<file path="src/rtl/core/line_sensor_position_estimator_assert.svh">
// Assertion macros used by the top-level RTL.
`ifndef LINE_SENSOR_POSITION_ESTIMATOR_ASSERT_SVH
`define LINE_SENSOR_POSITION_ESTIMATOR_ASSERT_SVH

// Same-cycle implication, sampled on clk, off during reset.
`define LSPE_ASSERT_NOW(lbl, ante, cons, msg) \
	lbl: assert property (@(posedge clk) disable iff (!arst_n) (ante) |-> (cons)) \
		else $error(msg);

// Next-cycle implication, sampled on clk, off during reset.
`define LSPE_ASSERT_NEXT(lbl, ante, cons, msg) \
	lbl: assert property (@(posedge clk) disable iff (!arst_n) (ante) |=> (cons)) \
		else $error(msg);

`endif

</file>
<file path="src/rtl/core/ls_pkg.sv">
`default_nettype none
package ls_pkg;

	localparam int SENSOR_COUNT = 6;
	localparam int CH_W         = 3;
	localparam int LEVEL_W      = 8;
	localparam int POS_W        = 10;
	localparam int COUNT_W      = 3;
	localparam int LSUM_W       = 11;
	localparam int WEIGHT_W     = 10;
	localparam int WPROD_W      = 18;
	localparam int WSUM_W       = 19;
	localparam int QUO_W        = 10;
	localparam int QBITS_W      = 4;
	localparam int RECIP_W      = 16;
	localparam int RECIP_SHIFT  = 19;

	localparam logic [QBITS_W-1:0]  LEVEL_QBITS = 4'd8;
	localparam logic [QBITS_W-1:0]  POS_QBITS   = 4'd10;
	localparam logic [RECIP_W-1:0]  RECIP10     = 16'd52429;

	localparam logic [POS_W-1:0]    POS_CENTRE      = 10'd350;
	localparam logic [POS_W-1:0]    POS_LEFT_LIMIT  = 10'd250;
	localparam logic [POS_W-1:0]    POS_RIGHT_LIMIT = 10'd450;
	localparam logic [POS_W-1:0]    POS_LOST_LEFT   = 10'd90;
	localparam logic [POS_W-1:0]    POS_LOST_RIGHT  = POS_W'(SENSOR_COUNT * 100 + 10);
	localparam logic [WEIGHT_W-1:0] POS_STEP        = 10'd100;

	typedef struct packed {
		logic                start;
		logic [QBITS_W-1:0]  qbits;
	} div_ctl_t;

	typedef struct packed {
		logic clear;
		logic fold;
		logic rd;
	} cal_ctl_t;

endpackage
`default_nettype wire

</file>
<file path="src/rtl/core/ls_cal.sv">
`default_nettype none
module ls_cal #(
	parameter int SAMPLE_BITS = 12
) (
	input  logic                         clk,
	input  logic                         arst_n,
	input  ls_pkg::cal_ctl_t             ctl,
	input  logic [ls_pkg::CH_W-1:0]      rd_idx,
	input  logic [SAMPLE_BITS-1:0]       samples [ls_pkg::SENSOR_COUNT],
	output logic [SAMPLE_BITS-1:0]       lo,
	output logic [SAMPLE_BITS-1:0]       hi
);

	logic [SAMPLE_BITS-1:0] min_q [ls_pkg::SENSOR_COUNT];
	logic [SAMPLE_BITS-1:0] max_q [ls_pkg::SENSOR_COUNT];
	logic [SAMPLE_BITS-1:0] lo_q;
	logic [SAMPLE_BITS-1:0] hi_q;

	always_ff @(posedge clk or negedge arst_n) begin
		if (!arst_n) begin
			for (int i = 0; i < ls_pkg::SENSOR_COUNT; i++) begin
				min_q[i] <= '1;
				max_q[i] <= '0;
			end
		end else if (ctl.clear) begin
			for (int i = 0; i < ls_pkg::SENSOR_COUNT; i++) begin
				min_q[i] <= '1;
				max_q[i] <= '0;
			end
		end else if (ctl.fold) begin
			for (int i = 0; i < ls_pkg::SENSOR_COUNT; i++) begin
				if (samples[i] < min_q[i])
					min_q[i] <= samples[i];
				if (samples[i] > max_q[i])
					max_q[i] <= samples[i];
			end
		end
	end

	always_ff @(posedge clk) begin
		if (ctl.rd) begin
			lo_q <= min_q[rd_idx];
			hi_q <= max_q[rd_idx];
		end
	end

	assign lo = lo_q;
	assign hi = hi_q;

endmodule
`default_nettype wire

</file>
<file path="src/rtl/core/ls_div.sv">
`default_nettype none
module ls_div #(
	parameter int NUM_W = 20,
	parameter int DEN_W = 12
) (
	input  logic                      clk,
	input  logic                      arst_n,
	input  ls_pkg::div_ctl_t          ctl,
	input  logic [NUM_W-1:0]          num,
	input  logic [DEN_W-1:0]          den,
	output logic                      done,
	output logic [ls_pkg::QUO_W-1:0]  quo
);

	localparam int QW = ls_pkg::QUO_W;

	logic [DEN_W-1:0]             rem_q;
	logic [DEN_W-1:0]             den_q;
	logic [QW-1:0]                low_q;
	logic [QW-1:0]                quo_q;
	logic [ls_pkg::QBITS_W-1:0]   cnt_q;
	logic                         busy_q;
	logic                         done_q;
	logic [DEN_W:0]               trial;
	logic [DEN_W:0]               trial_sub;
	logic                         ge;

	assign trial     = {rem_q, low_q[QW-1]};
	assign trial_sub = trial - {1'b0, den_q};
	assign ge        = trial >= {1'b0, den_q};

	// one quotient bit per cycle, msb first
	always_ff @(posedge clk or negedge arst_n) begin
		if (!arst_n) begin
			busy_q <= 1'b0;
			done_q <= 1'b0;
			cnt_q  <= '0;
		end else begin
			done_q <= 1'b0;
			if (ctl.start) begin
				busy_q <= 1'b1;
				cnt_q  <= ctl.qbits;
			end else if (busy_q) begin
				cnt_q <= cnt_q - 1'b1;
				if (cnt_q == ls_pkg::QBITS_W'(1)) begin
					busy_q <= 1'b0;
					done_q <= 1'b1;
				end
			end
		end
	end

	always_ff @(posedge clk) begin
		if (ctl.start) begin
			rem_q <= DEN_W'(num >> ctl.qbits);
			low_q <= num[QW-1:0] << (ls_pkg::QBITS_W'(QW) - ctl.qbits);
			den_q <= den;
			quo_q <= '0;
		end else if (busy_q) begin
			rem_q <= ge ? trial_sub[DEN_W-1:0] : trial[DEN_W-1:0];
			low_q <= {low_q[QW-2:0], 1'b0};
			quo_q <= {quo_q[QW-2:0], ge};
		end
	end

	assign done = done_q;
	assign quo  = quo_q;

endmodule
`default_nettype wire

</file>
<file path="src/rtl/core/line_sensor_position_estimator.sv">
// Measure frames: in_stall holds off the next frame until the result is loaded for output.
// Per channel: the shared bit-serial divider runs when the range is valid (8 quotient bits).
// Position: divider (10 quotient bits) for 1 or 2 line channels; clear/calibrate never stall.
// Reset: calibration min all ones, max zero, previous position 350, noise 10, line level 25.
`default_nettype none
`include "line_sensor_position_estimator_assert.svh"
module line_sensor_position_estimator #(
	parameter int SAMPLE_BITS = 12
) (
	input  logic                   clk,
	input  logic                   arst_n,
	input  logic                   in_valid,
	output logic                   in_stall,
	input  logic [1:0]             action,
	input  logic [SAMPLE_BITS-1:0] sample_0,
	input  logic [SAMPLE_BITS-1:0] sample_1,
	input  logic [SAMPLE_BITS-1:0] sample_2,
	input  logic [SAMPLE_BITS-1:0] sample_3,
	input  logic [SAMPLE_BITS-1:0] sample_4,
	input  logic [SAMPLE_BITS-1:0] sample_5,
	output logic                   out_valid,
	input  logic                   out_stall,
	output logic [9:0]             position,
	output logic [5:0]             line_bits,
	output logic [2:0]             line_count,
	output logic [7:0]             level_0,
	output logic [7:0]             level_1,
	output logic [7:0]             level_2,
	output logic [7:0]             level_3,
	output logic [7:0]             level_4,
	output logic [7:0]             level_5,
	input  logic                   cfg_valid,
	output logic                   cfg_ready,
	input  logic                   cfg_index,
	input  logic [7:0]             cfg_data
);

	localparam int CH      = ls_pkg::SENSOR_COUNT;
	localparam int NUM10_W = SAMPLE_BITS + 4;
	localparam int NUM_W   = (NUM10_W > ls_pkg::WSUM_W) ? NUM10_W : ls_pkg::WSUM_W;
	localparam int DEN_W   = (SAMPLE_BITS > ls_pkg::LSUM_W) ? SAMPLE_BITS : ls_pkg::LSUM_W;
	localparam int RPROD_W = SAMPLE_BITS + ls_pkg::RECIP_W;

	localparam logic [1:0] ACT_CLEAR   = 2'd0;
	localparam logic [1:0] ACT_CAL     = 2'd1;
	localparam logic [1:0] ACT_MEASURE = 2'd2;

	localparam logic CFG_NOISE_FLOOR = 1'b0;
	localparam logic CFG_LINE_LEVEL  = 1'b1;

	typedef enum logic [3:0] {
		S_IDLE, S_RD, S_RANGE, S_RECIP, S_START, S_DIVW,
		S_ACC, S_ACC2, S_POS, S_PDIV, S_DONE
	} state_t;

	state_t                           state_q;
	logic [ls_pkg::CH_W-1:0]          ch_q;
	logic                             out_valid_q;
	logic [ls_pkg::POS_W-1:0]         position_q;
	logic [CH-1:0]                    line_bits_q;
	logic [ls_pkg::COUNT_W-1:0]       line_count_q;
	logic [ls_pkg::LEVEL_W-1:0]       lvl_out_q [CH];
	logic [ls_pkg::POS_W-1:0]         prev_pos_q;
	logic [7:0]                       noise_floor_q;
	logic [7:0]                       line_level_q;

	logic [SAMPLE_BITS-1:0]           smp_q [CH];
	logic                             inv_q;
	logic [SAMPLE_BITS-1:0]           diff_q;
	logic [SAMPLE_BITS-1:0]           num_q;
	logic [DEN_W-1:0]                 den_q;
	logic [NUM10_W-1:0]               num10_q;
	logic [ls_pkg::LEVEL_W-1:0]       lv_q;
	logic [ls_pkg::WPROD_W-1:0]       prod_q;
	logic [ls_pkg::WEIGHT_W-1:0]      weight_q;
	logic [ls_pkg::LSUM_W-1:0]        sum_q;
	logic [ls_pkg::WSUM_W-1:0]        wsum_q;
	logic [CH-1:0]                    bits_q;
	logic [ls_pkg::COUNT_W-1:0]       cnt_q;
	logic [ls_pkg::LEVEL_W-1:0]       lvl_q [CH];
	logic [ls_pkg::POS_W-1:0]         pos_q;

	logic [SAMPLE_BITS-1:0]           sample_in [CH];
	logic                             accept_in;
	logic                             out_free;
	ls_pkg::cal_ctl_t                 cal_ctl;
	logic [SAMPLE_BITS-1:0]           cal_lo;
	logic [SAMPLE_BITS-1:0]           cal_hi;
	logic [SAMPLE_BITS-1:0]           cur;
	logic [SAMPLE_BITS-1:0]           vc;
	logic [RPROD_W-1:0]               rprod;
	logic                             skip;
	logic                             pos_div;
	logic [ls_pkg::POS_W-1:0]         lost_pos;
	ls_pkg::div_ctl_t                 div_ctl;
	logic [NUM_W-1:0]                 div_num;
	logic [DEN_W-1:0]                 div_den;
	logic                             div_done;
	logic [ls_pkg::QUO_W-1:0]         div_quo;
	logic [ls_pkg::LEVEL_W-1:0]       q_lv;
	logic [ls_pkg::LEVEL_W-1:0]       lv_next;
	logic                             on_line;

	assign sample_in[0] = sample_0;
	assign sample_in[1] = sample_1;
	assign sample_in[2] = sample_2;
	assign sample_in[3] = sample_3;
	assign sample_in[4] = sample_4;
	assign sample_in[5] = sample_5;

	assign in_stall  = (state_q != S_IDLE);
	assign accept_in = in_valid && !in_stall;
	assign out_free  = !out_valid_q || !out_stall;
	assign cfg_ready = 1'b1;

	assign cal_ctl.clear = accept_in && (action == ACT_CLEAR);
	assign cal_ctl.fold  = accept_in && (action == ACT_CAL);
	assign cal_ctl.rd    = (state_q == S_RD);

	ls_cal #(
		.SAMPLE_BITS (SAMPLE_BITS)
	) u_cal (
		.clk     (clk),
		.arst_n  (arst_n),
		.ctl     (cal_ctl),
		.rd_idx  (ch_q),
		.samples (sample_in),
		.lo      (cal_lo),
		.hi      (cal_hi)
	);

	assign cur = smp_q[0];

	always_comb begin
		if (cur < cal_lo)
			vc = cal_lo;
		else if (cur > cal_hi)
			vc = cal_hi;
		else
			vc = cur;
	end

	// range / 10 by reciprocal, exact below 81920
	assign rprod = RPROD_W'(diff_q) * RPROD_W'(ls_pkg::RECIP10);

	assign skip    = inv_q || (den_q == '0);
	assign pos_div = (cnt_q != '0) && (cnt_q <= ls_pkg::COUNT_W'(2)) && (sum_q != '0);

	always_comb begin
		if (prev_pos_q < ls_pkg::POS_LEFT_LIMIT)
			lost_pos = ls_pkg::POS_LOST_LEFT;
		else if (prev_pos_q > ls_pkg::POS_RIGHT_LIMIT)
			lost_pos = ls_pkg::POS_LOST_RIGHT;
		else
			lost_pos = ls_pkg::POS_CENTRE;
	end

	assign div_ctl.start = ((state_q == S_START) && !skip) || ((state_q == S_POS) && pos_div);
	assign div_ctl.qbits = (state_q == S_POS) ? ls_pkg::POS_QBITS : ls_pkg::LEVEL_QBITS;
	assign div_num = (state_q == S_POS) ? NUM_W'(wsum_q) : NUM_W'(num10_q);
	assign div_den = (state_q == S_POS) ? DEN_W'(sum_q) : den_q;

	ls_div #(
		.NUM_W (NUM_W),
		.DEN_W (DEN_W)
	) u_div (
		.clk    (clk),
		.arst_n (arst_n),
		.ctl    (div_ctl),
		.num    (div_num),
		.den    (div_den),
		.done   (div_done),
		.quo    (div_quo)
	);

	assign q_lv    = div_quo[ls_pkg::LEVEL_W-1:0];
	assign lv_next = (q_lv < noise_floor_q) ? '0 : q_lv;
	assign on_line = lv_q > line_level_q;

	always_ff @(posedge clk or negedge arst_n) begin
		if (!arst_n) begin
			noise_floor_q <= 8'd10;
			line_level_q  <= 8'd25;
		end else if (cfg_valid && cfg_ready) begin
			unique case (cfg_index)
				CFG_NOISE_FLOOR: noise_floor_q <= cfg_data;
				CFG_LINE_LEVEL:  line_level_q  <= cfg_data;
			endcase
		end
	end

	always_ff @(posedge clk or negedge arst_n) begin
		if (!arst_n) begin
			state_q      <= S_IDLE;
			ch_q         <= '0;
			out_valid_q  <= 1'b0;
			position_q   <= '0;
			line_bits_q  <= '0;
			line_count_q <= '0;
			prev_pos_q   <= ls_pkg::POS_CENTRE;
			for (int i = 0; i < CH; i++)
				lvl_out_q[i] <= '0;
		end else begin
			if (out_valid_q && !out_stall)
				out_valid_q <= 1'b0;
			unique case (state_q)
				S_IDLE: begin
					if (accept_in && (action == ACT_MEASURE)) begin
						state_q <= S_RD;
						ch_q    <= '0;
					end
				end
				S_RD:    state_q <= S_RANGE;
				S_RANGE: state_q <= S_RECIP;
				S_RECIP: state_q <= S_START;
				S_START: state_q <= skip ? S_ACC : S_DIVW;
				S_DIVW: begin
					if (div_done)
						state_q <= S_ACC;
				end
				S_ACC:   state_q <= S_ACC2;
				S_ACC2: begin
					ch_q <= ch_q + 1'b1;
					if (ch_q == ls_pkg::CH_W'(CH - 1))
						state_q <= S_POS;
					else
						state_q <= S_RD;
				end
				S_POS:   state_q <= pos_div ? S_PDIV : S_DONE;
				S_PDIV: begin
					if (div_done)
						state_q <= S_DONE;
				end
				S_DONE: begin
					if (out_free) begin
						state_q      <= S_IDLE;
						out_valid_q  <= 1'b1;
						position_q   <= pos_q;
						prev_pos_q   <= pos_q;
						line_bits_q  <= bits_q;
						line_count_q <= cnt_q;
						for (int i = 0; i < CH; i++)
							lvl_out_q[i] <= lvl_q[i];
					end
				end
				default: state_q <= S_IDLE;
			endcase
		end
	end

	// channel and position datapath: samples and levels shift one channel per step
	always_ff @(posedge clk) begin
		if (accept_in && (action == ACT_MEASURE)) begin
			smp_q    <= sample_in;
			sum_q    <= '0;
			wsum_q   <= '0;
			bits_q   <= '0;
			cnt_q    <= '0;
			weight_q <= ls_pkg::POS_STEP;
		end
		if (state_q == S_RANGE) begin
			inv_q  <= cal_hi < cal_lo;
			diff_q <= cal_hi - cal_lo;
			num_q  <= vc - cal_lo;
		end
		if (state_q == S_RECIP) begin
			den_q   <= DEN_W'(rprod >> ls_pkg::RECIP_SHIFT);
			num10_q <= (NUM10_W'(num_q) << 3) + (NUM10_W'(num_q) << 1);
		end
		if ((state_q == S_START) && skip)
			lv_q <= '0;
		if ((state_q == S_DIVW) && div_done)
			lv_q <= lv_next;
		if (state_q == S_ACC) begin
			prod_q <= ls_pkg::WPROD_W'(lv_q) * ls_pkg::WPROD_W'(weight_q);
			sum_q  <= sum_q + ls_pkg::LSUM_W'(lv_q);
			bits_q <= {bits_q[CH-2:0], on_line};
			if (on_line)
				cnt_q <= cnt_q + 1'b1;
			for (int i = 0; i < CH - 1; i++)
				lvl_q[i] <= lvl_q[i+1];
			lvl_q[CH-1] <= lv_q;
		end
		if (state_q == S_ACC2) begin
			wsum_q   <= wsum_q + ls_pkg::WSUM_W'(prod_q);
			weight_q <= weight_q + ls_pkg::POS_STEP;
			for (int i = 0; i < CH - 1; i++)
				smp_q[i] <= smp_q[i+1];
		end
		if ((state_q == S_POS) && !pos_div)
			pos_q <= (cnt_q == '0) ? lost_pos : ls_pkg::POS_CENTRE;
		if ((state_q == S_PDIV) && div_done)
			pos_q <= div_quo[ls_pkg::POS_W-1:0];
	end

	assign out_valid  = out_valid_q;
	assign position   = position_q;
	assign line_bits  = line_bits_q;
	assign line_count = line_count_q;
	assign level_0    = lvl_out_q[0];
	assign level_1    = lvl_out_q[1];
	assign level_2    = lvl_out_q[2];
	assign level_3    = lvl_out_q[3];
	assign level_4    = lvl_out_q[4];
	assign level_5    = lvl_out_q[5];

	`LSPE_ASSERT_NOW(a_count_bits, out_valid, $countones(line_bits) == line_count, "line count disagrees with line bits")
	`LSPE_ASSERT_NOW(a_crowd_centre, out_valid && (line_count > 3'd2), position == ls_pkg::POS_CENTRE, "crowded line not centred")
	`LSPE_ASSERT_NOW(a_div_owner, div_done, (state_q == S_DIVW) || (state_q == S_PDIV), "divider finished with no waiting step")
	`LSPE_ASSERT_NEXT(a_result_load, (state_q == S_DONE) && out_free, out_valid && (position == $past(pos_q)), "result not loaded")

endmodule
`default_nettype wire

</file>
<file path="config.mk">
export PLATFORM = sky130hd
export DESIGN_NAME = line_sensor_position_estimator
export DESIGN_NICKNAME = d
export VERILOG_FILES = /design/src/rtl/core/ls_pkg.sv /design/src/rtl/core/ls_cal.sv /design/src/rtl/core/ls_div.sv /design/src/rtl/core/line_sensor_position_estimator.sv
export VERILOG_INCLUDE_DIRS = /design/src /design/src/rtl/core
export SDC_FILE = /design/constraint.sdc
export NUM_CORES = 2
export LEC_CHECK = 0
export BUFFER_PORTS_ARGS = -buffer_cell sky130_fd_sc_hd__buf_2
export CORE_MARGIN = 2
export CORE_UTILIZATION = 62
export CTS_CLUSTER_SIZE = 30
export DETAILED_ROUTE_END_ITERATION = 8
export PLACE_DENSITY = 0.84
export SLEW_MARGIN = 0
export SYNTH_ARGS = -nofsm -noshare
export SYNTH_HDL_FRONTEND = slang
export SYNTH_HIERARCHICAL = 1
export SYNTH_SLANG_ARGS = --single-unit
</file>
<file path="constraint.sdc">
create_clock -name clk -period 6.22 [get_ports clk]
set_input_delay 1.866 -clock clk [delete_from_list [all_inputs] [get_ports clk]]
set_output_delay 1.866 -clock clk [all_outputs]
set_load 0.02 [all_outputs]
</file>
After elaboration in Yosys (flattened, before gate mapping)
Memories as Yosys holds them, arrays and structs flattened. A register that Yosys moved wholly into a read port is not among the register bits.
Index checks and enable logic that the tools add are counted.
Word-level totals
  flip-flop bits (word level): 517
  input bits: 88
  output and inout bits: 70
  memories: 1
  word-level logic and storage cells: 254
  bits in writable memories: 48
Memories
  lvl_q: depth 6, bits a word 8, rd ports 6, clocked after memory_dff 1, wr ports 6, RTL line line_sensor_position_estimator.sv:80  | logic [ls_pkg::LEVEL_W-1:0] lvl_q [CH];
Operators by class
  reductions and logical operators: 65
  magnitude comparators: 22
  eq/ne operators: 18
  add/sub/neg operators: 11
  shift operators: 2
  multiplexer cells: 76
  multipliers: 2
  bitwise operators: 2
Operators with widths (count)
  2-to-1 mux 72 bit: 5
  2-to-1 mux 12 bit: 21
  less-than comparator 12 bit: 8
  2-to-1 mux 10 bit: 9
  greater-than comparator 12 bit: 7
  binary-select mux 12 bit (select 3 bit): 2
  2-to-1 mux 60 bit: 1
  2-to-1 mux 19 bit: 3
  one-hot mux 4 bit (11 select lines): 1
  nonzero test 2 bit: 19
  AND reduction 2 bit: 16
  multiplier 12 x 16 -> 28 bit, second input constant: 1
  2-to-1 mux 4 bit: 7
  2-to-1 mux 8 bit: 3
  subtractor 12 bit: 2
  2-to-1 mux 11 bit: 2
  adder 19 x 18 -> 19 bit: 1
  >> shifter 19 x 4 -> 12 bit: 1
  multiplier 8 x 10 -> 18 bit: 1
  adder 15 x 13 -> 16 bit: 1
  == test 4 x 3 -> 1 bit, second input constant: 4
  greater-or-equal comparator 13 x 11 -> 1 bit: 1
  logical AND 1 bit: 13
  == test 4 bit, second input constant: 3
  38 further kinds: 66

Depth between registers and ports, before layout
  depth after elaboration: 7
  gate-level depth with buffers: 20
  mapped depth without buffers: 19

Hierarchy
The synthesis kept the hierarchy.
Modules (own cells, without submodules)
  line_sensor_position_estimator: times used 1, cells each 1949, area each 21366.7 um^2, sequential area each 9858.2 um^2
  ls_cal: times used 1, cells each 1263, area each 12135.4 um^2, sequential area each 4414.2 um^2
  ls_div: times used 1, cells each 371, area each 3624.7 um^2, sequential area each 1371.3 um^2

Worst setup path after synthesis
Ideal clock, no wire load.
  path kind: reg2reg
  from: register diff_q[10]
  to: register, netlist name den_q[6]
  clock period less this slack: 4.773 ns
  setup slack: 1.447 ns
  data arrival time: 4.504 ns
  cell stages (with the launch flop): 20
  setup time: 0.269 ns
  data required time: 5.951 ns
  cells stage by stage: edfxtp_1 > inv_1 > ha_1 > inv_1 > fa_1 > inv_1 > fa_1 > inv_1 > fa_1 > inv_1 > fa_1 > inv_1 > ha_1 > and4_4 > a221oi_1 > o21ai_0 > a31oi_1 > o31a_2 > o21ai_0 > xor2_1
RTL lines
  start: declaration: RTL line line_sensor_position_estimator.sv:69  | logic [SAMPLE_BITS-1:0] diff_q;
  start signal: assignment: RTL line line_sensor_position_estimator.sv:263  | diff_q <= cal_hi - cal_lo;

==> qor.yml <==
outcome: "finished, violations left"
violations: "DRC"
cts.path.max_buffers: 3
start_util_pct: 62.8
met1_length_um: 36400
cts-hold-fix-buffers: 0
vias: 27600
antenna_left: 0
ys_types: 94
place_congestion: 0.934
reg2reg_to: "den_q[6]$_DFFE_PP_"
numClockSinks: 563
totalWireLength_um: 90400
port_buffers: 156
tightest_slew_ns: 1.20
setup_tns_ns: 0
grt_usage_pct: 28.9
post-route-drc-count: 2
die_w_um: 249
cts_max_level: 2
wl_met3_um: 5170
end_kind: "flip-flop"
n_antenna_cell: 0
synth_top_cell_area_share_pct: 24.5
dieArea_mm2: 0.0619
area_growth_syn_to_layout_pct: 9.00
final_max_slew_viol_count: 0
worst-setup-path-type: "reg -> reg"
cap_violations: 0
path_clk_slew_ns: 0.06
ys_top_cells_by_area: "edfxtp_1 25%, ha_1 12%, dfrtp_1 11%"
hp-start: "pos_q[0]$_SDFFCE_PN0P_"
yosys-top-cells-count: "475 x nand2_1, 420 x inv_1, 367 x ha_1"
r2r_setup_slack_ns: 0.98
synth.yosys.seq_area_share_pct: 42.1
max-vdd-ir-drop_v: 0.000188
crit_path_start_kind: "flip-flop"
synth-main-ff-cell: "edfxtp_1"
pwr_density_cell_mw_per_mm2: 193
clock_latency_ns: 0.65
comb_power_share_pct: 4.0
postCtsSetupRepairBufs: 0
leakagePower_nw: 18.6
seqCellArea_mm2: 0.0156
cts_made_buffers: 57
switchingPower_w: 0.00172
synthesis.area_mm2: 0.0371
grt_pass1_vias: 27200
dr.max_layer_used: "met5"
multi_input_area_mm2: 0.0193
grt_pass1_wl_um: 144000
startpoint: "diff_q[6]$_DFFE_PP_"
grt_max_degree: 124
hold_viol_final: 0
final-setup-viol-count: 0
cts-root-buf: "clkbuf_16"
yosysWarnings: 6
syn_area_per_cell_um2: 10.4
netlist_instances: 3583
post_cts_resized: 0
dp_hpwl_um: 65500
ys_async_sr_fraction_pct: 43.9
fmax_ghz: 0.191
period_needed_ns: 5.24
min_path_type: "reg -> reg"
p_int_w: 0.00609
fp-row-count: 89
ys_ff_latch: 563
critPathCapture: "den_q[6]$_DFFE_PP_"
yosys.cell_count.top_type: "nand2_1"
crit_arrival_ns: 5.61
dieHeight_um: 249
drive_gt1_share_pct: 13.1
grt_overflow: 0
p_sw_share_pct: 22.0
finalCritPeriodShare_pct: 84.3
total_power_w: 0.00781
wl_per_cell_um: 20.1
rsz0062_at_grt: "no"
required_ns: 6.59
cts_tree: "yes"
antenna_found_initial: 1
worstPathMaxFanout: 5
worst-r2r-cell-count: 17
fin_skew_ns: 0.0235
pwr-share-seq_pct: 50.3
drt-vias-per-instance: 6.12
synth_area_leader_cell: "edfxtp_1"
first_pass_iters: 9
pin_count: 158
clockPowerShare_pct: 45.7
route.met2.wl_um: 43700
slew_headroom_pct: 19.9
r2r_start: "diff_q[6]$_DFFE_PP_"
fillers: 4282
drtIter0Drc: 2749
synth_edf_count: 303
fin_nets: 4223
coreArea_mm2: 0.0591
==> cell usage in the layout, fill, tap and decap left out, types with 50 or more instances in the layout <==
| cell | instances |
|---|---|
| dfstp_2 | 83 |
| mux2_2 | 50 |
| ha_1 | 367 |
| a21oi_1 | 137 |
| clkbuf_16 | 60 |
| mux2i_1 | 142 |
| nor2b_1 | 64 |
| buf_2 | 155 |
| nand2_1 | 474 |
| nand4_1 | 50 |
| dfrtp_1 | 163 |
| nor2_1 | 170 |
| fa_1 | 84 |
| edfxtp_1 | 303 |
| o211ai_1 | 160 |
| a22o_1 | 60 |
| and2_1 | 50 |
| inv_1 | 419 |
| o21ai_0 | 88 |
==> kinds of logic (layout without fill, tap and decap cells) <==
family                   count (synthesis)  in the layout  synth area share (%)
adder cells (fa/ha/maj)                451            451                  16.9
multiplexers                           222            222                  7.16
buffers and inverters                  584            718                  6.34
other                                    2             17                0.0202
AO/OA/AOI/OAI                          733            733                  14.0
flip-flops                             563            563                  42.1
AND/OR/NAND/NOR                        956            956                  11.7
XOR/XNOR                                72             72                  1.70
==> metal layers <==
| metal | up-vias | global-route usage, % |
|---|---|---|
| met1 | 13400 | 36.9 |
| met5 | - | 0 |
| met2 | 983 | 48.8 |
| met4 | 2 | 15.3 |
| met3 | 237 | 3.23 |
| li1 | 12900 | - |
==> area by class of cell <==
type                            count  area share [%]
Clock buffer                       80            4.04
Clock inverter                     27           0.792
Inverter                          423            3.93
Multi-Input combinational cell   2451            47.6
Sequential cell                   563            38.7
Tap cell                          773            2.39
Timing Repair Buffer              188            2.61
==> power groups by stage <==
stage / registers (W) / clock network (W) / logic [W]
after floorplan: 0.00400 / 0 / 0.000156
after global placement: 0.00400 / 0 / 0.000293
after detailed placement: 0.00400 / 0 / 0.000301
after CTS: 0.00393 / 0.00360 / 0.000304
after global routing: 0.00393 / 0.00375 / 0.000345
final: 0.00393 / 0.00357 / 0.000310
==> how the worst min path moves through the flow <==
| stage | to | slack [ns] | cells past startpoint |
|---|---|---|---|
| 6_report | position[0]$_DFFE_PN0P_ | 0.44 | 2 |
| 3_3_place_gp | level_0[5]$_DFFE_PN0P_ | 0.42 | 2 |
| 4_1_cts | position[0]$_DFFE_PN0P_ | 0.44 | 2 |
| 2_1_floorplan | level_0[0]$_DFFE_PN0P_ | 0.41 | 2 |
| 3_5_place_dp | position[0]$_DFFE_PN0P_ | 0.42 | 2 |
| 5_1_grt | lvl_q[4][2]$_DFFE_PP_ | 0.45 | 0 |
==> registers in the layout, summed over array words and instances (netlist names), 11 cells and up <==
| name | flops |
|---|---|
| wsum_q | 17 |
| cur | 12 |
| u_cal/lo | 12 |
| diff_q | 12 |
| num10_q | 15 |
| u_div/den_q | 12 |
| smp_q | 60 |
| lvl_q | 48 |
| u_cal/hi | 12 |
| u_cal/max_q | 72 |
| sum_q | 11 |
| u_div/rem_q | 12 |
| u_cal/min_q | 72 |
| num_q | 12 |
| prod_q | 16 |
==> through the flow <==
step                      utilization, %  hold WS, ns  cell area (µm²)  cells  setup WS [ns]
after global placement              65.1        0.422            38500   4398           1.07
after floorplan                        -        0.415            37200   3598           1.45
after detailed placement            65.1        0.424            38500   4398           1.01
after global routing                68.4        0.452            40500   4505          0.733
after CTS                           68.4        0.441            40500   4505          0.966
final                               68.4        0.439            40500   4505          0.976
==> worst max-delay path: stages (launching register included) <==
cell	delay (ns)
edfxtp_1	0.48
ha_1	0.39
fa_1	0.52
inv_1	0.09
fa_1	0.51
inv_1	0.06
fa_1	0.51
inv_1	0.05
fa_1	0.49
inv_1	0.04
ha_1	0.30
and4_4	0.18
a221oi_1	0.23
o21ai_0	0.13
a31oi_1	0.39
o31a_2	0.28
o21ai_0	0.16
xor2_1	0.17
No activity file was read; power rests on OpenSTA's default activity.
